### src/hdl/hidkev_pkg.sv
`timescale 1ns / 1ps
`default_nettype none
// ----------------------------------------------------------------------------
// hidkev_pkg
// Shared types, constants and helpers of the HID report to key event block.
// ----------------------------------------------------------------------------
package hidkev_pkg;

	// sizing
	localparam int HID_PORTS = 2;
	localparam int MAP_PAGES = 5;
	localparam int MAP_SLOTS = MAP_PAGES * 32;
	localparam int PAGE_W    = $clog2(MAP_PAGES);
	localparam int SLOT_W    = $clog2(MAP_SLOTS);
	localparam int MOD_PAGE  = 4;
	localparam int KEY_BYTES = 6;
	localparam int PAD_KEYS  = 5;

	localparam logic [7:0] RELEASE_BIT = 8'h80;

	// gamepad bits watched, in event order
	localparam logic [3:0] PAD_BITS [PAD_KEYS] = '{4'd6, 4'd7, 4'd13, 4'd11, 4'd9};

	typedef enum logic [1:0] {
		EV_MOUSE_X = 2'd0,
		EV_MOUSE_Y = 2'd1,
		EV_KEY     = 2'd2,
		EV_RESET   = 2'd3
	} event_kind_t;

	typedef enum logic [1:0] {
		RPT_KEYBOARD = 2'd0,
		RPT_MOUSE    = 2'd1,
		RPT_GAMEPAD  = 2'd2,
		RPT_OTHER    = 2'd3
	} report_kind_t;

	typedef enum logic {
		OP_REPORT    = 1'b0,
		OP_MAP_WRITE = 1'b1
	} operation_t;

	typedef enum logic [2:0] {
		CFG_PASSTHRU    = 3'd0,
		CFG_RESET_COMBO = 3'd1,
		CFG_PAD_BIT6    = 3'd2,
		CFG_PAD_BIT7    = 3'd3,
		CFG_PAD_BIT13   = 3'd4,
		CFG_PAD_BIT11   = 3'd5,
		CFG_PAD_BIT9    = 3'd6
	} cfg_index_t;

	typedef enum logic [2:0] {
		ST_IDLE,
		ST_KB_READ,
		ST_KB_DIFF,
		ST_KB_SCAN,
		ST_MOUSE_X,
		ST_MOUSE_Y,
		ST_PAD,
		ST_FINISH
	} state_t;

	// pressed map page memory access
	typedef struct packed {
		logic              re;
		logic              we;
		logic [PAGE_W-1:0] addr;
		logic [31:0]       wdata;
	} page_req_t;

	// translation memory access
	typedef struct packed {
		logic              we;
		logic [SLOT_W-1:0] waddr;
		logic [6:0]        wdata;
		logic              re;
		logic [SLOT_W-1:0] raddr;
	} xlat_req_t;

	// pressed bits of one map page as given by a keyboard report
	function automatic logic [31:0] fresh_page(input logic [63:0] bytes,
			input logic [PAGE_W-1:0] page);
		logic [31:0] bits;
		logic [7:0]  key;
		bits = '0;
		key  = '0;
		if (page == PAGE_W'(MOD_PAGE)) begin
			bits[7:0] = bytes[63:56];
		end
		for (int i = 0; i < KEY_BYTES; i++) begin
			key = bytes[8*(KEY_BYTES-1-i) +: 8];
			if (key != 8'd0 && !key[7] && PAGE_W'(key[6:5]) == page) begin
				bits[key[4:0]] = 1'b1;
			end
		end
		return bits;
	endfunction

	// index of the lowest set bit
	function automatic logic [4:0] lowest_bit(input logic [31:0] vec);
		logic [4:0] idx;
		idx = '0;
		for (int i = 31; i >= 0; i--) begin
			if (vec[i]) begin
				idx = 5'(i);
			end
		end
		return idx;
	endfunction

endpackage
`default_nettype wire

### src/hdl/hidkev_xlat_ram.sv
`timescale 1ns / 1ps
`default_nettype none
// ----------------------------------------------------------------------------
// hidkev_xlat_ram
// Key translation memory: one write and one registered read per cycle.
// ----------------------------------------------------------------------------
module hidkev_xlat_ram (
	input  wire logic                  clk,
	input  wire hidkev_pkg::xlat_req_t req,
	output logic [6:0]                 rd_data
);

	logic [6:0] mem [hidkev_pkg::MAP_SLOTS];
	logic [6:0] rd_data_q;

	// write port and registered read port
	always_ff @(posedge clk) begin
		if (req.we) begin
			mem[req.waddr] <= req.wdata;
		end
		if (req.re) begin
			rd_data_q <= mem[req.raddr];
		end
	end

	assign rd_data = rd_data_q;

endmodule
`default_nettype wire

### src/hdl/hidkev_page_ram.sv
`timescale 1ns / 1ps
`default_nettype none
// ----------------------------------------------------------------------------
// hidkev_page_ram
// Pressed map memory, one 32-bit page per entry; pages never written read
// as zero through a valid bit per page.
// ----------------------------------------------------------------------------
module hidkev_page_ram (
	input  wire logic                  clk,
	input  wire logic                  arst_n,
	input  wire hidkev_pkg::page_req_t req,
	output logic [31:0]                rd_data
);

	logic [31:0]                      mem [hidkev_pkg::MAP_PAGES];
	logic [hidkev_pkg::MAP_PAGES-1:0] vld_q;
	logic [31:0]                      rd_data_q;
	logic                             rd_vld_q;

	// storage and registered read
	always_ff @(posedge clk) begin
		if (req.we) begin
			mem[req.addr] <= req.wdata;
		end
		if (req.re) begin
			rd_data_q <= mem[req.addr];
		end
	end

	// page valid bits
	always_ff @(posedge clk or negedge arst_n) begin
		if (!arst_n) begin
			vld_q    <= '0;
			rd_vld_q <= 1'b0;
		end else begin
			if (req.we) begin
				vld_q[req.addr] <= 1'b1;
			end
			if (req.re) begin
				rd_vld_q <= vld_q[req.addr];
			end
		end
	end

	assign rd_data = rd_vld_q ? rd_data_q : 32'd0;

endmodule
`default_nettype wire

### src/hdl/hid_report_to_key_events.sv
`timescale 1ns / 1ps
`default_nettype none
// ----------------------------------------------------------------------------
// hid_report_to_key_events
// Converts HID keyboard, mouse and gamepad reports into raw key events.
// ----------------------------------------------------------------------------
// One item is worked on at a time; report_stall is high from the cycle after
// acceptance until its last event has moved to the output register. A map
// write is taken at acceptance; a mouse report steps through its X and Y
// states, a gamepad report through its watched buttons. A keyboard report
// walks the pressed map page by page (read, compare and write back, then
// scan), with one translation memory read for each changed slot.
// Downstream stall can hold any item.
// Every key map slot must be written before a report can change it.
// ----------------------------------------------------------------------------
module hid_report_to_key_events (
	input  wire logic        clk,
	input  wire logic        arst_n,
	// report channel
	input  wire logic        report_valid,
	output logic             report_stall,
	input  wire logic        operation,
	input  wire logic        port,
	input  wire logic [1:0]  report_kind,
	input  wire logic [63:0] report_bytes,
	input  wire logic [13:0] pad_buttons,
	input  wire logic [7:0]  map_index,
	input  wire logic [6:0]  map_value,
	// event channel
	output logic             event_valid,
	input  wire logic        event_stall,
	output logic [1:0]       event_kind,
	output logic [7:0]       button_state,
	output logic [7:0]       event_code,
	output logic             last,
	// configuration write channel
	input  wire logic        cfg_valid,
	output logic             cfg_ready,
	input  wire logic [2:0]  cfg_index,
	input  wire logic [7:0]  cfg_data
);

	localparam int PAGE_W = hidkev_pkg::PAGE_W;
	localparam int SLOT_W = hidkev_pkg::SLOT_W;

	hidkev_pkg::state_t state_q, state_d;

	// configuration registers
	logic       passthru_q;
	logic [7:0] combo_q;
	logic [6:0] pad_code_q [hidkev_pkg::PAD_KEYS];

	// report state
	logic [7:0]  mouse_button_q;
	logic [13:0] pad_prev_q [hidkev_pkg::HID_PORTS];

	// item working registers
	logic [63:0]       report_q;
	logic [PAGE_W-1:0] page_q;
	logic [31:0]       diff_q;
	logic [31:0]       fresh_q;
	logic              s1_valid_q;
	logic              rel_s1;
	logic [4:0]        pad_now_q;
	logic [4:0]        pad_diff_q;
	logic [2:0]        pad_step_q;

	// pending event and output register
	logic                    pend_valid_q;
	hidkev_pkg::event_kind_t pend_kind_q;
	logic [7:0]              pend_code_q;
	logic                    out_valid_q;
	hidkev_pkg::event_kind_t out_kind_q;
	logic [7:0]              out_button_q;
	logic [7:0]              out_code_q;
	logic                    out_last_q;

	// memories
	hidkev_pkg::page_req_t page_req;
	hidkev_pkg::xlat_req_t xlat_req;
	logic [31:0]           page_rd;
	logic [6:0]            xlat_rd;

	// control
	logic                    accept;
	logic                    out_free;
	logic                    can_push;
	logic                    scan_adv;
	logic                    pad_adv;
	logic                    take;
	logic [4:0]              low;
	logic                    push;
	hidkev_pkg::event_kind_t push_kind;
	logic [7:0]              push_code;
	logic                    flush;
	logic                    port_ok;
	logic [13:0]             pad_prev_sel;
	logic [4:0]              pad_now_sel;
	logic [4:0]              pad_prev5;
	logic [31:0]             fresh;

	assign accept   = report_valid && !report_stall;
	assign out_free = !out_valid_q || !event_stall;
	assign can_push = !pend_valid_q || out_free;
	assign scan_adv = !s1_valid_q || can_push;
	assign pad_adv  = !pad_diff_q[pad_step_q] || can_push;
	assign take     = (state_q == hidkev_pkg::ST_KB_SCAN) && scan_adv && (diff_q != 32'd0);
	assign low      = hidkev_pkg::lowest_bit(diff_q);
	assign fresh    = hidkev_pkg::fresh_page(report_q, page_q);

	// gamepad port lookup and watched bits
	always_comb begin
		pad_prev_sel = '0;
		port_ok      = 1'b0;
		for (int i = 0; i < hidkev_pkg::HID_PORTS; i++) begin
			if (int'(port) == i) begin
				pad_prev_sel = pad_prev_q[i];
				port_ok      = 1'b1;
			end
		end
		for (int k = 0; k < hidkev_pkg::PAD_KEYS; k++) begin
			pad_now_sel[k] = pad_buttons[hidkev_pkg::PAD_BITS[k]];
			pad_prev5[k]   = pad_prev_sel[hidkev_pkg::PAD_BITS[k]];
		end
	end

	// translation memory access: map writes at accept, reads while scanning
	always_comb begin
		xlat_req       = '0;
		xlat_req.we    = accept && (operation == hidkev_pkg::OP_MAP_WRITE)
			&& (int'(map_index) < hidkev_pkg::MAP_SLOTS);
		xlat_req.waddr = map_index[SLOT_W-1:0];
		xlat_req.wdata = map_value;
		xlat_req.re    = take;
		xlat_req.raddr = SLOT_W'({page_q, low});
	end

	hidkev_xlat_ram u_xlat (
		.clk     (clk),
		.req     (xlat_req),
		.rd_data (xlat_rd)
	);

	hidkev_page_ram u_page (
		.clk     (clk),
		.arst_n  (arst_n),
		.req     (page_req),
		.rd_data (page_rd)
	);

	// next state
	always_comb begin
		state_d = state_q;
		unique case (state_q)
			hidkev_pkg::ST_IDLE: begin
				if (accept && operation == hidkev_pkg::OP_REPORT) begin
					if (report_kind == hidkev_pkg::RPT_KEYBOARD) begin
						state_d = hidkev_pkg::ST_KB_READ;
					end else if (report_kind == hidkev_pkg::RPT_MOUSE) begin
						state_d = hidkev_pkg::ST_MOUSE_X;
					end else if (report_kind == hidkev_pkg::RPT_GAMEPAD
							&& !passthru_q && port_ok) begin
						state_d = hidkev_pkg::ST_PAD;
					end
				end
			end
			hidkev_pkg::ST_KB_READ: state_d = hidkev_pkg::ST_KB_DIFF;
			hidkev_pkg::ST_KB_DIFF: state_d = hidkev_pkg::ST_KB_SCAN;
			hidkev_pkg::ST_KB_SCAN: begin
				if (scan_adv && diff_q == 32'd0) begin
					if (page_q == PAGE_W'(hidkev_pkg::MAP_PAGES - 1)) begin
						state_d = hidkev_pkg::ST_FINISH;
					end else begin
						state_d = hidkev_pkg::ST_KB_READ;
					end
				end
			end
			hidkev_pkg::ST_MOUSE_X: begin
				if (can_push) begin
					state_d = hidkev_pkg::ST_MOUSE_Y;
				end
			end
			hidkev_pkg::ST_MOUSE_Y: begin
				if (can_push) begin
					state_d = hidkev_pkg::ST_FINISH;
				end
			end
			hidkev_pkg::ST_PAD: begin
				if (pad_adv && pad_step_q == 3'(hidkev_pkg::PAD_KEYS - 1)) begin
					state_d = hidkev_pkg::ST_FINISH;
				end
			end
			hidkev_pkg::ST_FINISH: begin
				if (!pend_valid_q || out_free) begin
					state_d = hidkev_pkg::ST_IDLE;
				end
			end
			default: state_d = hidkev_pkg::ST_IDLE;
		endcase
	end

	// per-state outputs
	always_comb begin
		page_req  = '0;
		push      = 1'b0;
		push_kind = hidkev_pkg::EV_KEY;
		push_code = 8'd0;
		flush     = 1'b0;
		unique case (state_q)
			hidkev_pkg::ST_IDLE: begin
				push = 1'b0;
			end
			hidkev_pkg::ST_KB_READ: begin
				page_req.re   = 1'b1;
				page_req.addr = page_q;
			end
			hidkev_pkg::ST_KB_DIFF: begin
				page_req.we    = 1'b1;
				page_req.addr  = page_q;
				page_req.wdata = fresh;
			end
			hidkev_pkg::ST_KB_SCAN: begin
				push      = s1_valid_q && scan_adv;
				push_kind = hidkev_pkg::EV_KEY;
				push_code = {rel_s1, xlat_rd};
			end
			hidkev_pkg::ST_MOUSE_X: begin
				push      = can_push;
				push_kind = hidkev_pkg::EV_MOUSE_X;
				push_code = report_q[55:48];
			end
			hidkev_pkg::ST_MOUSE_Y: begin
				push      = can_push;
				push_kind = hidkev_pkg::EV_MOUSE_Y;
				push_code = report_q[47:40];
			end
			hidkev_pkg::ST_PAD: begin
				push      = pad_diff_q[pad_step_q] && can_push;
				push_kind = hidkev_pkg::EV_KEY;
				push_code = {!pad_now_q[pad_step_q], pad_code_q[pad_step_q]};
			end
			hidkev_pkg::ST_FINISH: begin
				flush = pend_valid_q && out_free;
			end
			default: begin
				flush = 1'b0;
			end
		endcase
	end

	// control state, report state and configuration
	always_ff @(posedge clk or negedge arst_n) begin
		if (!arst_n) begin
			state_q        <= hidkev_pkg::ST_IDLE;
			passthru_q     <= 1'b0;
			combo_q        <= 8'd69;
			pad_code_q[0]  <= 7'd64;
			pad_code_q[1]  <= 7'd100;
			pad_code_q[2]  <= 7'd56;
			pad_code_q[3]  <= 7'd57;
			pad_code_q[4]  <= 7'd69;
			mouse_button_q <= 8'd0;
			for (int i = 0; i < hidkev_pkg::HID_PORTS; i++) begin
				pad_prev_q[i] <= 14'd0;
			end
			page_q         <= '0;
			pad_step_q     <= 3'd0;
			s1_valid_q     <= 1'b0;
			pend_valid_q   <= 1'b0;
			out_valid_q    <= 1'b0;
		end else begin
			state_q <= state_d;

			// configuration writes
			if (cfg_valid && cfg_ready) begin
				unique case (hidkev_pkg::cfg_index_t'(cfg_index))
					hidkev_pkg::CFG_PASSTHRU:    passthru_q    <= cfg_data[0];
					hidkev_pkg::CFG_RESET_COMBO: combo_q       <= cfg_data;
					hidkev_pkg::CFG_PAD_BIT6:    pad_code_q[0] <= cfg_data[6:0];
					hidkev_pkg::CFG_PAD_BIT7:    pad_code_q[1] <= cfg_data[6:0];
					hidkev_pkg::CFG_PAD_BIT13:   pad_code_q[2] <= cfg_data[6:0];
					hidkev_pkg::CFG_PAD_BIT11:   pad_code_q[3] <= cfg_data[6:0];
					hidkev_pkg::CFG_PAD_BIT9:    pad_code_q[4] <= cfg_data[6:0];
					default:                     passthru_q    <= passthru_q;
				endcase
			end

			// item start
			if (accept && operation == hidkev_pkg::OP_REPORT) begin
				page_q     <= '0;
				pad_step_q <= 3'd0;
				if (report_kind == hidkev_pkg::RPT_KEYBOARD) begin
					pend_valid_q <= (report_bytes[63:56] == combo_q);
				end
				if (report_kind == hidkev_pkg::RPT_MOUSE) begin
					mouse_button_q <= report_bytes[63:56];
				end
				if (report_kind == hidkev_pkg::RPT_GAMEPAD && !passthru_q) begin
					for (int i = 0; i < hidkev_pkg::HID_PORTS; i++) begin
						if (int'(port) == i) begin
							pad_prev_q[i] <= pad_buttons;
						end
					end
				end
			end

			// page and gamepad step counters
			if (state_q == hidkev_pkg::ST_KB_SCAN && scan_adv && diff_q == 32'd0) begin
				page_q <= page_q + PAGE_W'(1);
			end
			if (state_q == hidkev_pkg::ST_PAD && pad_adv) begin
				pad_step_q <= pad_step_q + 3'd1;
			end

			// translation read stage
			if (state_q == hidkev_pkg::ST_KB_SCAN && scan_adv) begin
				s1_valid_q <= take;
			end

			// pending event: a push moves the older one out, a flush ends the item
			if (push) begin
				pend_valid_q <= 1'b1;
			end else if (flush) begin
				pend_valid_q <= 1'b0;
			end

			// output register
			if ((push && pend_valid_q) || flush) begin
				out_valid_q <= 1'b1;
			end else if (!event_stall) begin
				out_valid_q <= 1'b0;
			end
		end
	end

	// payload registers
	always_ff @(posedge clk) begin
		if (accept) begin
			report_q   <= report_bytes;
			pad_now_q  <= pad_now_sel;
			pad_diff_q <= pad_now_sel ^ pad_prev5;
			pend_kind_q <= hidkev_pkg::EV_RESET;
			pend_code_q <= 8'd0;
		end

		// compare old and new page
		if (state_q == hidkev_pkg::ST_KB_DIFF) begin
			diff_q  <= page_rd ^ fresh;
			fresh_q <= fresh;
		end else if (take) begin
			diff_q[low] <= 1'b0;
		end
		if (take) begin
			rel_s1 <= !fresh_q[low];
		end

		if (push) begin
			pend_kind_q <= push_kind;
			pend_code_q <= push_code;
		end

		if ((push && pend_valid_q) || flush) begin
			out_kind_q   <= pend_kind_q;
			out_code_q   <= pend_code_q;
			out_button_q <= mouse_button_q;
			out_last_q   <= flush;
		end
	end

	assign report_stall = (state_q != hidkev_pkg::ST_IDLE);
	assign cfg_ready    = 1'b1;
	assign event_valid  = out_valid_q;
	assign event_kind   = out_kind_q;
	assign button_state = out_button_q;
	assign event_code   = out_code_q;
	assign last         = out_last_q;

endmodule
`default_nettype wire
### config.mk
export PLATFORM = sky130hd
export DESIGN_NAME = hid_report_to_key_events
export DESIGN_NICKNAME = d
export VERILOG_FILES = /design/src/hdl/hidkev_pkg.sv /design/src/hdl/hidkev_xlat_ram.sv /design/src/hdl/hidkev_page_ram.sv /design/src/hdl/hid_report_to_key_events.sv
export SDC_FILE = /design/constraint.sdc
export NUM_CORES = 2
export LEC_CHECK = 0
export BUFFER_PORTS_ARGS = -buffer_cell sky130_fd_sc_hd__clkbuf_2
export CELL_PAD_IN_SITES_DETAIL_PLACEMENT = 2
export CELL_PAD_IN_SITES_GLOBAL_PLACEMENT = 2
export CORE_MARGIN = 10
export CORE_UTILIZATION = 52
export DETAILED_ROUTE_END_ITERATION = 10
export PLACE_DENSITY = 0.89
export SYNTH_ARGS = -nofsm -noshare
export SYNTH_HDL_FRONTEND = slang
export SYNTH_HIERARCHICAL = 1
export SYNTH_SLANG_ARGS = --single-unit
### constraint.sdc
create_clock -name clk -period 14.27 [get_ports clk]
set_input_delay 0 -clock clk [delete_from_list [all_inputs] [get_ports clk]]
set_output_delay 0 -clock clk [all_outputs]
set_load 0.1 [all_outputs]
==> impl_metrics.tcl <==
set metrics [dict create \
    clk_pin_slew_ps 70 \
    final_nets 4246 \
    yosys_warnings 6 \
    drt_iter0_drc 6985 \
    antenna_found_initial 10 \
    outcome "finished, final reports clean" \
    dp.cells 5448 \
    setup_viol 0 \
    via_per_inst 7.351 \
    critPathKind "flip-flop to flip-flop" \
    slew_viol_final 0 \
    place_congestion 0.9320 \
    drc 0 \
    drive_above_1_share 0.2042 \
    port_buffers 124 \
    finalSetupTns_ps 0 \
    fin_skew_ps 46.94 \
    finalNonFillerCells 5923 \
    crit_path_cell_trace "nor4_1, o221a_2, a21oi_1, nor2_4, buf_4, buf_12, buf_4, mux2i_1, a22oi_1, a21oi_1, o41ai_1, and4_1" \
    rsz0062_at_grt "no" \
    postCtsSetupBuffers 0 \
    start_util 0.5230 \
    top_usage_layer "met2" \
    cts_max_path_buffers 3 \
    grt_pass1_wl_um 386400 \
    syn_inst 3814 \
    p_per_area_nw_per_um2 199.1 \
    root_buffer "clkbuf_16" \
    synth_cell_types 111 \
    cts_inserted_buffers 163 \
    fin_crit_ps 7406 \
    worstPathRequired_ps 14930 \
    relSlewSlack 0.04706 \
    core_um2 125400 \
    seqPwrFrac 0.382 \
    routed_wl_um 276700 \
    whs_ps 61.13 \
    dieArea_um2 140700 \
    syn-num-nets 3931 \
    tightest_slew_ps 1424 \
    placed_area_um2 67570 \
    cp.arrival_ps 8070 \
    end_kind "flip-flop" \
    p_leak_nw 24.48 \
    antenna_left 0 \
    io_pins 135 \
    synth.yosys.seq_area_share 0.7117 \
    clkLatencyLatePin_ps 820 \
    synthFlopType "edfxtp_1" \
    rows 130 \
    syn_area_per_cell_um2 17.20 \
    cts_tree "done" \
    die_width_um 375.2 \
    critPathTopFamily "compound AO/OA/AOI/OAI gates" \
    cts_resized 0 \
    postLayoutCellArea_um2 74630 \
    drt-pass1-iter-count 6 \
    cts.htree.levels 4 \
    p_clk_frac 0.309 \
    syn_area_um2 65590 \
    p_int_mw 9.540 \
    cp_max_fo 115 \
    hold_path.class "primary input to flip-flop" \
    wl_per_cell_um 46.71 \
    grt_use_met1 0.4596 \
    cp_slowest_stage_delay_ps 1010 \
    p_sw_frac 0.3580 \
    p_comb_frac 0.309 \
    grt_start_max_net_pins 127 \
    vias 43540 \
    synth-edff-count 1487 \
    ir_worst_vdd_v 0.0002620 \
    async_reset_ff_frac 0.05105 \
    die_y_um 375.2 \
    power.switching_mw 5.319 \
    hold_viol 0 \
    crit_buf_inv 3 \
    clock-sinks 1567 \
    met2_usage 0.6473 \
    maxCapViolations 0 \
    place_hpwl_um 155500 \
    max_freq_ghz 0.1350 \
    cp-start-kind "flip-flop" \
    syn2layout_area_growth_pct 13.79 \
    ctsHoldBuffers 165 \
    ys_seq_elements 1567 \
    grt.overflow.total 0 \
    final.period_utilization 0.5190 \
    grtUsageTotal 0.3876 \
    grt_pass1_vias 45900 \
    cp_slowest_cell "o41ai_1" \
    gr-usage-met3 0.08368 \
]
## cell usage after synthesis (54+ instances only)
cell type     n  share of area
nand3_1      82         0.0063
o21ai_0      56         0.0043
dfrtp_1      63          0.024
a22oi_1      60         0.0069
and2_1       73         0.0070
clkbuf_1     89         0.0051
mux4_2      198          0.068
o22ai_1      63         0.0060
a21oi_1      54         0.0041
edfxtp_1   1487           0.68
mux2_2      145          0.025
nor2_1      264          0.015
mux2i_1     206          0.031
nand2_1     156         0.0089
## kinds of logic (layout without fill, tap and decap cells)
kind of cell | count (synthesis) | in the layout | share of synthesized area
AO/OA/AOI/OAI | 559 | 559 | 0.06261
XOR/XNOR | 52 | 52 | 0.006944
adder cells (fa/ha/maj) | 4 | 4 | 0.0007631
buffers and inverters | 224 | 675 | 0.02131
flip-flops | 1567 | 1567 | 0.7117
multiplexers | 567 | 567 | 0.1315
other | 1 | 9 | 0.00005718
AND/OR/NAND/NOR | 840 | 840 | 0.06513
## cell type report
cell class,instances,area (µm²)
clock inverters,101,1021
clock buffers,200,4332
inverters,28,111.4
fillers,10250,50780
diodes,8,20.02
multi-input cells,2023,17640
flip-flops and latches,1567,46680
repair buffers,346,2769
well taps,1650,2064
## stage by stage
step	setup WS [ps]	power [mW]	util
floorplan	8167	8.801	-
global placement	7927	9.558	0.5388
detailed placement	7639	9.912	0.5388
CTS	7291	14.62	0.5946
global route	6763	15.14	0.5949
finish	6864	14.86	0.5951
## power groups by stage
stage                     Clock, mW  Sequential, mW  Combinational, mW
after floorplan                   0            5.79               3.01
after global placement            0            5.67               3.89
after detailed placement          0            5.72               4.20
after CTS                      4.54            5.64               4.43
after global routing           4.75            5.69               4.70
final                          4.59            5.68               4.59
## worst min-delay path: cells and delay by family
kind	cells	cell delay, ps
muxes	1	160
buffers and inverters	2	680
## sequential cells by signal (all words and copies together), names as in the netlist, 5 cells and up
name / flops
u_xlat/rd_data: 7
pad_now_q: 5
u_page/vld_q: 5
u_page/rd_data_q: 32
pend_code_q: 8
pad_prev_q: 10
event_code: 8
u_page/mem: 160
mouse_button_q: 8
combo_q: 8
u_xlat/mem: 1120
report_q: 64
pad_diff_q: 5
fresh_q: 32
diff_q: 32
pad_code_q: 35
button_state: 8
## path summary, 6_finish.rpt
kind	to	cells past startpoint	slack [ps]	from
hold reg to reg	event_code[5]$_DFFE_PP_	0	430	pend_code_q[5]$_SDFFCE_PN0P_
max in group asynchronous	page_q[0]$_DFFE_PN0P_	3	13430	arst_n
min in group asynchronous	mouse_button_q[2]$_DFFE_PN0P_	3	80	arst_n
setup reg to reg	u_xlat/rd_data[6]$_DFFE_PP_	12	6860	diff_q[6]$_DFFE_PP_
hold / removal	mouse_button_q[1]$_DFFE_PN0P_	3	60	report_bytes[57]
setup / recovery	u_xlat/rd_data[6]$_DFFE_PP_	12	6860	diff_q[6]$_DFFE_PP_
## cells in the final DEF (no fill, tap or decap), types with 23 or more instances in the layout
| cell | count |
|---|---|
| nor3_1 | 48 |
| and2_1 | 73 |
| o21ai_1 | 27 |
| mux4_2 | 198 |
| clkinv_2 | 38 |
| nor2b_1 | 36 |
| nand3_1 | 82 |
| nor2_1 | 258 |
| clkbuf_2 | 116 |
| o21ai_0 | 56 |
| inv_1 | 23 |
| dlygate4sd3_1 | 165 |
| edfxtp_1 | 1487 |
| buf_4 | 61 |
| clkbuf_16 | 166 |
| xnor2_1 | 46 |
| a31oi_1 | 29 |
| a211oi_1 | 35 |
| clkinv_1 | 31 |
| clkbuf_1 | 29 |
| dfrtp_1 | 62 |
| o211ai_1 | 47 |
| mux2i_1 | 206 |
| mux2_2 | 145 |
| nand2_1 | 155 |
| a21oi_1 | 53 |
| o22ai_1 | 63 |
| nand2b_1 | 42 |
| a22oi_1 | 60 |
## metal layers
layer,wire (µm),up-vias
li1,-,15990
met1,94520,22800
met2,135400,3654
met3,25710,1089
met4,20950,14
met5,101,-
Power figures use the tool's default switching activity.
